### config.mk
export PLATFORM = sky130hd
export DESIGN_NAME = lidar_ttc_emergency_brake_unit_flat
export DESIGN_NICKNAME = d
export VERILOG_FILES = /design/src/hw/rtl/ttc_pkg.sv /design/src/hw/rtl/ttc_if.sv /design/src/hw/rtl/ttc_ctrl.sv /design/src/hw/rtl/ttc_datapath.sv /design/src/hw/rtl/lidar_ttc_emergency_brake_unit.sv /design/src/flat_wrapper.sv
export VERILOG_INCLUDE_DIRS = /design/src /design/src/hw/rtl
export SDC_FILE = /design/constraint.sdc
export NUM_CORES = 2
export LEC_CHECK = 0
export ABC_AREA = 1
export BUFFER_PORTS_ARGS = -buffer_cell sky130_fd_sc_hd__buf_2
export CAP_MARGIN = 20
export CORE_UTILIZATION = 40
export CTS_CLUSTER_SIZE = 28
export DETAILED_ROUTE_END_ITERATION = 10
export GPL_ROUTABILITY_DRIVEN = 0
export GPL_TIMING_DRIVEN = 0
export HOLD_SLACK_MARGIN = 0.02
export SYNTH_ARGS = -nofsm -noshare
export SYNTH_HDL_FRONTEND = slang
export SYNTH_HIERARCHICAL = 1
export SYNTH_SLANG_ARGS = --single-unit
### constraint.sdc
create_clock -name clk -period 7.55 [get_ports clk]
set_input_delay 1.1325 -clock clk [delete_from_list [all_inputs] [get_ports clk]]
set_output_delay 1.1325 -clock clk [all_outputs]
set_load 0.1 [all_outputs]
### src/hw/rtl/lidar_ttc_emergency_brake_unit_macros.svh
// Assertion macros used by the brake unit controller.
`ifndef LIDAR_TTC_EMERGENCY_BRAKE_UNIT_MACROS_SVH
`define LIDAR_TTC_EMERGENCY_BRAKE_UNIT_MACROS_SVH
// Condition in this cycle implies consequence in this cycle.
`define TTC_ASSERT_NOW(lbl, ante, cons) \
  lbl: assert property (@(posedge clk) disable iff (!rst_n) (ante) |-> (cons)) \
    else $error("ttc: same-cycle check failed");
// Condition in this cycle implies consequence in the next cycle.
`define TTC_ASSERT_NEXT(lbl, ante, cons) \
  lbl: assert property (@(posedge clk) disable iff (!rst_n) (ante) |=> (cons)) \
    else $error("ttc: next-cycle check failed");
`endif

### src/hw/rtl/ttc_pkg.sv
// Package: constants, types and helper functions of the brake unit.
`default_nettype none
package ttc_pkg;
  localparam int CORDIC_STEPS = 16;
  localparam int CNT_W = $clog2(24);

  localparam logic signed [19:0] ANG_PI      = 20'sd205887;
  localparam logic signed [19:0] ANG_HALF_PI = 20'sd102944;
  localparam logic signed [19:0] ANG_TWO_PI  = 20'sd411775;
  localparam logic signed [19:0] CORDIC_GAIN = 20'sd39797;

  localparam logic [2:0] REG_ANGLE_START = 3'd0;
  localparam logic [2:0] REG_ANGLE_STEP  = 3'd1;
  localparam logic [2:0] REG_CAR_WIDTH   = 3'd2;
  localparam logic [2:0] REG_DECEL       = 3'd3;
  localparam logic [2:0] REG_RANGE_MAX   = 3'd4;

  typedef struct packed {
    logic load;
    logic prep;
    logic iter;
    logic mul1;
    logic mul2;
    logic decide;
    logic emit;
  } ttc_cmd_t;

  typedef struct packed {
    logic is_beam;
    logic last;
    logic iter_last;
    logic out_free;
  } ttc_stat_t;

  // atan(2^-i) in Q16, rounded to nearest
  function automatic logic [16:0] atan_q16(input logic [CNT_W-1:0] i);
    logic [16:0] v;
    unique case (i)
      5'd0:  v = 17'd51472;
      5'd1:  v = 17'd30385;
      5'd2:  v = 17'd16055;
      5'd3:  v = 17'd8150;
      5'd4:  v = 17'd4091;
      5'd5:  v = 17'd2047;
      5'd6:  v = 17'd1024;
      5'd7:  v = 17'd512;
      5'd8:  v = 17'd256;
      5'd9:  v = 17'd128;
      5'd10: v = 17'd64;
      5'd11: v = 17'd32;
      5'd12: v = 17'd16;
      5'd13: v = 17'd8;
      5'd14: v = 17'd4;
      5'd15: v = 17'd2;
      5'd16: v = 17'd1;
      default: v = 17'd0;
    endcase
    return v;
  endfunction

  // one conditional add or subtract of 2*pi
  function automatic logic signed [18:0] wrap_angle(input logic signed [19:0] a);
    logic signed [19:0] r;
    if (a > ANG_PI) begin
      r = a - ANG_TWO_PI;
    end else if (a < -ANG_PI) begin
      r = a + ANG_TWO_PI;
    end else begin
      r = a;
    end
    return r[18:0];
  endfunction
endpackage
`default_nettype wire

### src/hw/rtl/ttc_if.sv
// Handshake interfaces: beam/odometry input, brake result, config write.
`default_nettype none
interface ttc_in_if;
  logic        valid;
  logic        ready;
  logic        kind;
  logic signed [15:0] speed_mm_s;
  logic [15:0] range_mm;
  logic        last_beam;
  modport source (output valid, kind, speed_mm_s, range_mm, last_beam, input ready);
  modport sink   (input valid, kind, speed_mm_s, range_mm, last_beam, output ready);
endinterface

interface ttc_out_if;
  logic        valid;
  logic        ready;
  logic        brake_active;
  logic        brake_command;
  logic [31:0] brake_sequence;
  modport source (output valid, brake_active, brake_command, brake_sequence, input ready);
  modport sink   (input valid, brake_active, brake_command, brake_sequence, output ready);
endinterface

interface ttc_cfg_if;
  logic        valid;
  logic        ready;
  logic [2:0]  index;
  logic [18:0] data;
  modport source (output valid, index, data, input ready);
  modport sink   (input valid, index, data, output ready);
endinterface
`default_nettype wire

### src/hw/rtl/ttc_ctrl.sv
// Controller: sequences load, CORDIC iterations, tests and result emission.
`default_nettype none
`include "lidar_ttc_emergency_brake_unit_macros.svh"
module ttc_ctrl
  import ttc_pkg::*;
(
  input  wire logic      clk,
  input  wire logic      rst_n,
  input  wire logic      in_valid,
  output logic           in_ready,
  input  wire ttc_stat_t stat,
  output ttc_cmd_t       cmd
);
  typedef enum logic [6:0] {
    S_IDLE   = 7'b0000001,
    S_PREP   = 7'b0000010,
    S_ITER   = 7'b0000100,
    S_MUL1   = 7'b0001000,
    S_MUL2   = 7'b0010000,
    S_DECIDE = 7'b0100000,
    S_EMIT   = 7'b1000000
  } state_t;

  state_t state_r, state_nxt;

  // next state and commands
  always_comb begin
    state_nxt = state_r;
    cmd       = '0;
    in_ready  = 1'b0;
    unique case (state_r)
      S_IDLE: begin
        in_ready = 1'b1;
        if (in_valid) begin
          cmd.load = 1'b1;
          if (stat.is_beam) state_nxt = S_PREP;
        end
      end
      S_PREP: begin
        cmd.prep  = 1'b1;
        state_nxt = S_ITER;
      end
      S_ITER: begin
        cmd.iter = 1'b1;
        if (stat.iter_last) state_nxt = S_MUL1;
      end
      S_MUL1: begin
        cmd.mul1  = 1'b1;
        state_nxt = S_MUL2;
      end
      S_MUL2: begin
        cmd.mul2  = 1'b1;
        state_nxt = S_DECIDE;
      end
      S_DECIDE: begin
        cmd.decide = 1'b1;
        state_nxt  = stat.last ? S_EMIT : S_IDLE;
      end
      S_EMIT: begin
        // wait for the output word slot to free up
        if (stat.out_free) begin
          cmd.emit  = 1'b1;
          state_nxt = S_IDLE;
        end
      end
      default: state_nxt = S_IDLE;
    endcase
  end

  always_ff @(posedge clk) begin
    if (!rst_n) begin
      state_r <= S_IDLE;
    end else begin
      state_r <= state_nxt;
    end
  end

  `TTC_ASSERT_NEXT(a_beam_starts, in_valid && in_ready && stat.is_beam, state_r == S_PREP)
  `TTC_ASSERT_NEXT(a_iter_ends, state_r == S_ITER && stat.iter_last, state_r == S_MUL1)
  `TTC_ASSERT_NEXT(a_emit_holds, state_r == S_EMIT && !stat.out_free, state_r == S_EMIT)
endmodule
`default_nettype wire

### src/hw/rtl/ttc_datapath.sv
// Datapath: config registers, scan state, CORDIC, hazard tests, output word.
`default_nettype none
module ttc_datapath
  import ttc_pkg::*;
(
  input  wire logic        clk,
  input  wire logic        rst_n,
  input  wire ttc_cmd_t    cmd,
  output ttc_stat_t        stat,
  input  wire logic        in_kind,
  input  wire logic signed [15:0] in_speed_mm_s,
  input  wire logic [15:0] in_range_mm,
  input  wire logic        in_last_beam,
  input  wire logic        cfg_we,
  input  wire logic [2:0]  cfg_index,
  input  wire logic [18:0] cfg_data,
  input  wire logic        out_ready,
  output logic             out_valid,
  output logic             out_brake_active,
  output logic             out_brake_command,
  output logic [31:0]      out_brake_sequence
);
  // configuration
  logic signed [18:0] ang_start_r;
  logic [16:0] ang_step_r;
  logic [11:0] width_r;
  logic [15:0] decel_r, rmax_r;

  // scan state
  logic signed [15:0] speed_r;
  logic signed [18:0] beam_ang_r, cur_ang_r;
  logic mid_scan_r, hazard_r, brake_r;
  logic [31:0] count_r;

  // item and CORDIC
  logic [15:0] range_r;
  logic last_r;
  logic signed [19:0] x_r, y_r, z_r;
  logic neg_r;
  logic [CNT_W-1:0] cnt_r;

  // products
  logic [31:0] p_rd_r;
  logic [30:0] p_ss_r;
  logic [32:0] p_rs_r;
  logic [47:0] p_sc_r;
  logic [16:0] ac_r;
  logic ahead_r, s_zero_r;

  // output word
  logic out_valid_r, out_cmd_r;
  logic [31:0] out_seq_r;

  logic signed [19:0] ang_sel, dx, dy, atan_s, c_val, s_val, c_abs, s_abs;
  logic signed [31:0] sp_sq;
  logic in_corr, stop, beam_haz, brk;

  assign stat.is_beam   = in_kind;
  assign stat.last      = last_r;
  assign stat.iter_last = (cnt_r == CNT_W'(CORDIC_STEPS - 1));
  assign stat.out_free  = !out_valid_r || out_ready;

  always_comb begin
    ang_sel = mid_scan_r ? 20'(beam_ang_r) : 20'(wrap_angle(20'(ang_start_r)));
    dx      = y_r >>> cnt_r;
    dy      = x_r >>> cnt_r;
    atan_s  = $signed({3'b000, atan_q16(cnt_r)});
    c_val   = neg_r ? -x_r : x_r;
    s_val   = neg_r ? -y_r : y_r;
    c_abs   = c_val[19] ? -c_val : c_val;
    s_abs   = s_val[19] ? -s_val : s_val;
    sp_sq   = speed_r * speed_r;
    in_corr = s_zero_r ? ((width_r != 12'd0) || (range_r < rmax_r))
                       : ({p_rs_r, 1'b0} < {6'd0, width_r, 16'd0});
    stop    = {p_rd_r, 16'd0} < p_sc_r;
    beam_haz = ahead_r && in_corr && stop;
    brk     = (speed_r != 16'sd0) && hazard_r;
  end

  // config and control state
  always_ff @(posedge clk) begin
    if (!rst_n) begin
      ang_start_r <= -19'sd154415;
      ang_step_r  <= 17'd285;
      width_r     <= 12'd400;
      decel_r     <= 16'd5760;
      rmax_r      <= 16'd30000;
      speed_r     <= '0;
      beam_ang_r  <= '0;
      mid_scan_r  <= 1'b0;
      hazard_r    <= 1'b0;
      brake_r     <= 1'b0;
      count_r     <= '0;
      out_valid_r <= 1'b0;
    end else begin
      if (cfg_we) begin
        unique case (cfg_index)
          REG_ANGLE_START: ang_start_r <= $signed(cfg_data);
          REG_ANGLE_STEP:  ang_step_r  <= cfg_data[16:0];
          REG_CAR_WIDTH:   width_r     <= cfg_data[11:0];
          REG_DECEL:       decel_r     <= cfg_data[15:0];
          REG_RANGE_MAX:   rmax_r      <= cfg_data[15:0];
          default: ;
        endcase
      end
      if (cmd.load && !in_kind) speed_r <= in_speed_mm_s;
      if (cmd.prep && !mid_scan_r) hazard_r <= 1'b0;
      if (cmd.decide) begin
        hazard_r <= hazard_r | beam_haz;
        if (!last_r) begin
          mid_scan_r <= 1'b1;
          beam_ang_r <= wrap_angle(20'(cur_ang_r) + $signed({3'b000, ang_step_r}));
        end
      end
      // a new word may replace the one leaving in the same cycle
      if (cmd.emit) begin
        brake_r     <= brk;
        if (brk) count_r <= count_r + 32'd1;
        mid_scan_r  <= 1'b0;
        hazard_r    <= 1'b0;
        out_valid_r <= 1'b1;
      end else if (out_valid_r && out_ready) begin
        out_valid_r <= 1'b0;
      end
    end
  end

  // payload: item latch, CORDIC, products, output word
  always_ff @(posedge clk) begin
    if (cmd.load) begin
      range_r <= in_range_mm;
      last_r  <= in_last_beam;
    end
    if (cmd.prep) begin
      cur_ang_r <= ang_sel[18:0];
      x_r       <= CORDIC_GAIN;
      y_r       <= '0;
      cnt_r     <= '0;
      if (ang_sel > ANG_HALF_PI) begin
        z_r <= ang_sel - ANG_PI;  neg_r <= 1'b1;
      end else if (ang_sel < -ANG_HALF_PI) begin
        z_r <= ang_sel + ANG_PI;  neg_r <= 1'b1;
      end else begin
        z_r <= ang_sel;           neg_r <= 1'b0;
      end
    end
    if (cmd.iter) begin
      cnt_r <= cnt_r + CNT_W'(1);
      if (!z_r[19]) begin
        x_r <= x_r - dx;  y_r <= y_r + dy;  z_r <= z_r - atan_s;
      end else begin
        x_r <= x_r + dx;  y_r <= y_r - dy;  z_r <= z_r + atan_s;
      end
    end
    if (cmd.mul1) begin
      p_rd_r   <= range_r * decel_r;
      p_ss_r   <= sp_sq[30:0];
      p_rs_r   <= range_r * s_abs[16:0];
      ac_r     <= c_abs[16:0];
      s_zero_r <= (s_val == 20'sd0);
      ahead_r  <= (speed_r > 16'sd0 && c_val > 20'sd0) ||
                  (speed_r < 16'sd0 && c_val < 20'sd0);
    end
    if (cmd.mul2) p_sc_r <= p_ss_r * ac_r;
    if (cmd.emit) begin
      out_cmd_r <= brk;
      out_seq_r <= brk ? count_r + 32'd1 : count_r;
    end
  end

  // brake state is held until the next scan ends
  assign out_valid          = out_valid_r;
  assign out_brake_active   = brake_r;
  assign out_brake_command  = out_cmd_r;
  assign out_brake_sequence = out_seq_r;
endmodule
`default_nettype wire

### src/hw/rtl/lidar_ttc_emergency_brake_unit.sv
// Top level: lidar time-to-collision emergency brake unit.
// Channels: in_ch takes words of two kinds. kind 0 latches speed_mm_s and
//   leaves the unit idle; kind 1 is one beam range, last_beam marks the scan end.
// After a beam is accepted it passes the prep step, the iterative CORDIC loop
//   (one rotation per cycle), two multiply stages and the decision before the
//   next word can be taken; a last beam also passes the emit step.
// On the last beam one word leaves on out_ch: brake_active, brake_command and
//   brake_sequence (command count), registered in the emit step after the decision.
// While a result waits for out_ch.ready the next input words are still taken;
//   a following last beam holds in the emit step until the output slot frees.
// cfg_ch writes register index 0..4 (angle start, step, car width, decel,
//   range max); ready is always high, writes to other indexes are dropped.
// Reset (rst_n low, synchronous) restores register defaults, clears speed,
//   scan state, brake state and command count; no clearing pass is needed.
`default_nettype none
module lidar_ttc_emergency_brake_unit
  import ttc_pkg::*;
(
  input  wire logic clk,
  input  wire logic rst_n,
  ttc_in_if.sink    in_ch,
  ttc_out_if.source out_ch,
  ttc_cfg_if.sink   cfg_ch
);
  ttc_cmd_t  cmd;
  ttc_stat_t stat;

  assign cfg_ch.ready = 1'b1;

  ttc_ctrl u_ctrl (
    .clk      (clk),
    .rst_n    (rst_n),
    .in_valid (in_ch.valid),
    .in_ready (in_ch.ready),
    .stat     (stat),
    .cmd      (cmd)
  );

  ttc_datapath u_dp (
    .clk                (clk),
    .rst_n              (rst_n),
    .cmd                (cmd),
    .stat               (stat),
    .in_kind            (in_ch.kind),
    .in_speed_mm_s      (in_ch.speed_mm_s),
    .in_range_mm        (in_ch.range_mm),
    .in_last_beam       (in_ch.last_beam),
    .cfg_we             (cfg_ch.valid),
    .cfg_index          (cfg_ch.index),
    .cfg_data           (cfg_ch.data),
    .out_ready          (out_ch.ready),
    .out_valid          (out_ch.valid),
    .out_brake_active   (out_ch.brake_active),
    .out_brake_command  (out_ch.brake_command),
    .out_brake_sequence (out_ch.brake_sequence)
  );
endmodule
`default_nettype wire
### src/flat_wrapper.sv
// flat-port wrapper written by rule: the top's interface ports become plain ports
module lidar_ttc_emergency_brake_unit_flat import ttc_pkg::*;
  (clk, rst_n, in_ch_valid, in_ch_kind, in_ch_speed_mm_s, in_ch_range_mm, in_ch_last_beam, in_ch_ready, out_ch_valid, out_ch_brake_active, out_ch_brake_command, out_ch_brake_sequence, out_ch_ready, cfg_ch_valid, cfg_ch_index, cfg_ch_data, cfg_ch_ready);
  ttc_in_if in_ch_i ();
  ttc_out_if out_ch_i ();
  ttc_cfg_if cfg_ch_i ();
  input  wire logic clk;
  input  wire logic rst_n;
  input wire logic [$bits(in_ch_i.valid)-1:0] in_ch_valid;
  input wire logic [$bits(in_ch_i.kind)-1:0] in_ch_kind;
  input wire logic [$bits(in_ch_i.speed_mm_s)-1:0] in_ch_speed_mm_s;
  input wire logic [$bits(in_ch_i.range_mm)-1:0] in_ch_range_mm;
  input wire logic [$bits(in_ch_i.last_beam)-1:0] in_ch_last_beam;
  output wire logic [$bits(in_ch_i.ready)-1:0] in_ch_ready;
  output wire logic [$bits(out_ch_i.valid)-1:0] out_ch_valid;
  output wire logic [$bits(out_ch_i.brake_active)-1:0] out_ch_brake_active;
  output wire logic [$bits(out_ch_i.brake_command)-1:0] out_ch_brake_command;
  output wire logic [$bits(out_ch_i.brake_sequence)-1:0] out_ch_brake_sequence;
  input wire logic [$bits(out_ch_i.ready)-1:0] out_ch_ready;
  input wire logic [$bits(cfg_ch_i.valid)-1:0] cfg_ch_valid;
  input wire logic [$bits(cfg_ch_i.index)-1:0] cfg_ch_index;
  input wire logic [$bits(cfg_ch_i.data)-1:0] cfg_ch_data;
  output wire logic [$bits(cfg_ch_i.ready)-1:0] cfg_ch_ready;
  assign in_ch_i.valid = in_ch_valid;
  assign in_ch_i.kind = in_ch_kind;
  assign in_ch_i.speed_mm_s = in_ch_speed_mm_s;
  assign in_ch_i.range_mm = in_ch_range_mm;
  assign in_ch_i.last_beam = in_ch_last_beam;
  assign in_ch_ready = in_ch_i.ready;
  assign out_ch_valid = out_ch_i.valid;
  assign out_ch_brake_active = out_ch_i.brake_active;
  assign out_ch_brake_command = out_ch_i.brake_command;
  assign out_ch_brake_sequence = out_ch_i.brake_sequence;
  assign out_ch_i.ready = out_ch_ready;
  assign cfg_ch_i.valid = cfg_ch_valid;
  assign cfg_ch_i.index = cfg_ch_index;
  assign cfg_ch_i.data = cfg_ch_data;
  assign cfg_ch_ready = cfg_ch_i.ready;
  lidar_ttc_emergency_brake_unit u_core (.clk(clk), .rst_n(rst_n), .in_ch(in_ch_i), .out_ch(out_ch_i), .cfg_ch(cfg_ch_i));
endmodule
==> out/metrics.csv <==
metric;value;unit
post_drt_via_cell_ratio;5.167;
fp.dieW;426.0;microns
report.final.setup_viol;1;
crit_required;8010;ps
syn-cell-area;71920;sq um
max_freq;132.1;MHz
place.detailed.hpwl;181000;microns
delay_contributed_by_the_slowest_stage_of_the_critical_path;550;ps
io_pins;98;
synth_async_sr_flop_share;0;%
flow.area_growth_from_synthesis;10.80;%
cts.root.buffer_cell;clkbuf_16;
grt_setup_unrepaired;true;
maxCapViolCount;0;
detail-route-antenna-nets;0;
netlist_instances;9256;
worstPathArrival;8030;ps
route.final.wire_length;219800;microns
most_common_cell_type_on_the_critical_path;inv_2;
final_max_slew_viol_count;0;
ys_ff_latch;456;
std_cell_rows;155;
worst-slew-pin-transition;1263;ps
finalCriticalPeriod;7570;ps
global_route_wire_length_before_repair;343200;microns
final_clock_period_utilization_by_the_worst_path;100.3;%
synthDominantAreaCellType;fa_1;
global_route.overflow_total;0;
ys_dominant_reg_cell;edfxtp_1;
clk_pin_slew_worst_paths;70;ps
hold_path_class;register to register;
worst_setup_path_start_kind;register;
antenna_found_initial;7;
largest_net_degree_at_the_start_of_global_routing;40;
drtPass1Iterations;6;
layout_commonest_cell;nand2_1;
die_h;426.0;microns
buffer_ports.inserted;96;
cts.htree.levels;2;
vias;61590;
drtIter0Drc;5052;
synth_area_leaders;fa_1 (30%), edfxtp_1 (12%), nand2_1 (11%);
clockBufferDepth;3;
core_area;178400;sq um
tritoncts.num_buffers;58;
worst_skew_pair.late_latency;710;ps
layout-drive-gt1-share;7.659;%
design.die.area;181500;sq um
largest_clock_skew_in_the_final_design;75.53;ps
count_of_flip_flops_with_a_built_in_enable_after_synthesis;282;
maxSlewHeadroom;15.79;%
floorplan.initialDensity;40.31;%
first_global_vias;61460;
avgRoutedWirePerCell;18.45;microns
grtUsageTotal;24.29;%
netlist.area_leader.share;29.56;%
post_synth_num_cell_types;69;
failed_checks;negative setup slack;
route.detailed.drc;0;
finalHoldViolCount;0;
timing.critical_path.slowest_stage_cell;fa_2;
worst-setup-path-type;register to register;
cp-end-kind;register;
timing.setup.tns;-19.80;ps
setup_ws;-19.80;ps
finalNetCount;11200;
tritoncts;done;
synth_seq_area_share;16.62;%
yosys_warnings;6;
critical_path_peak_fanout;5;
synthesis.area_per_instance;7.770;sq um
run_status;finished, violations left;
leading_cell_types_in_the_layout_fill_and_taps_excluded;nand2_1 (2148), inv_1 (2011), fa_1 (1055);
cts.sink_count;456;
==> metal layers <==
layer	track usage (%)	vias up	part of all wire, %
met4	9.910	0	4.7
met1	31.79	30230	42
met5	0	-	0
met3	3.729	429	7.3
li1	-	28690	-
met2	40.02	2241	46
==> per-stage QoR <==
stage                     cell area, sq um  setup slack [ps]  util [%]  hold slack, ps  std cells
final                                79690            -19.80     44.66           463.7      11920
after global routing                 79690            -284.7     44.66           478.6      11920
after CTS                            78460            -86.54     43.98           463.8      11870
after detailed placement             75610             -1405     42.38           453.3      11730
after global placement               75360             -1359     42.24           447.9      11710
after floorplan                      71940             226.4         -           406.4       9261
==> timing repair <==
item,in CTS,in global routing
hold buffers,0,0
setup buffers,37,54
pin swaps,50,118
gates resized for setup,147,286
hold endpoints to repair,0,0
gates cloned,0,1
setup endpoints to repair,25,39
==> area by class of cell <==
type	instances	area, sq um
antenna	6	15.01
buffer	342	1550
clock buffer	74	1680
clock inverter	36	416.7
fill	17750	98740
inverter	2091	7945
multi-input combinational	6357	51650
sequential	456	11950
tap	2355	2947
timing repair buffer	202	1526
==> cell families (layout without fill, tap and decap cells) <==
kind of cell	after synthesis	in the layout	synth area share [%]
flops	456	456	16.62
compound gates	999	999	7.759
xor+xnor	305	305	3.714
simple gates	3405	3405	19.33
mux	10	10	0.1392
buf+inv	2448	2745	12.98
other cells	3	14	0.01566
fa+ha+maj	1630	1630	39.44
==> synth_stat cells (16+ instances only) <==
cell	instances
or2_2	22
xnor2_1	95
inv_1	2053
clkinv_1	16
o22ai_1	17
nor4_1	26
nor2_2	17
inv_2	22
buf_2	31
xor2_1	210
o21a_1	28
o21ai_0	349
nand2_1	2200
nor3_1	60
a31oi_1	40
clkbuf_1	298
fa_1	1062
o21ai_1	21
nand2_2	28
a21oi_1	396
nor2_1	621
o211ai_1	41
o21bai_1	16
dfxtp_1	174
a21o_1	17
ha_1	568
edfxtp_1	282
nand4_1	53
nand3_1	330
==> flip-flops by register name (all words and copies together) (netlist names), 20 cells and up <==
name and cells:
u_core/u_dp/p_sc_r 48, u_core/u_dp/count_r 32, u_core/u_dp/out_brake_sequence 32, u_core/u_dp/p_rd_r 32
u_core/u_dp/p_ss_r 30, u_core/u_dp/x_r 20, u_core/u_dp/y_r 20, u_core/u_dp/z_r 20
==> final timing paths <==
path | startpoint | to | slack, ps | cells after the start
worst max-delay path | u_core/u_dp/y_r[0] | u_core/u_dp/p_rs_r[30] | -20 | 37
worst min-delay path | u_core/u_dp/rmax_r[3] | u_core/u_dp/rmax_r[3] | 460 | 2
worst max register to register | u_core/u_dp/y_r[0] | u_core/u_dp/p_rs_r[30] | -20 | 37
worst min register to register | u_core/u_dp/rmax_r[3] | u_core/u_dp/rmax_r[3] | 460 | 2
==> worst max-delay path, delay by kind of cell (launching register included) <==
kind | cells | cell delay, ps
AO/OA/AOI/OAI | 6 | 1280
XOR/XNOR | 1 | 270
adder cells (fa/ha/maj) | 8 | 3510
buffers and inverters | 10 | 780
flip-flops | 1 | 390
AND/OR/NAND/NOR | 12 | 1100
Power is left out: the tool's default activity adds up to more than one toggle a clock period on the data nets, which glitch-free logic cannot reach.
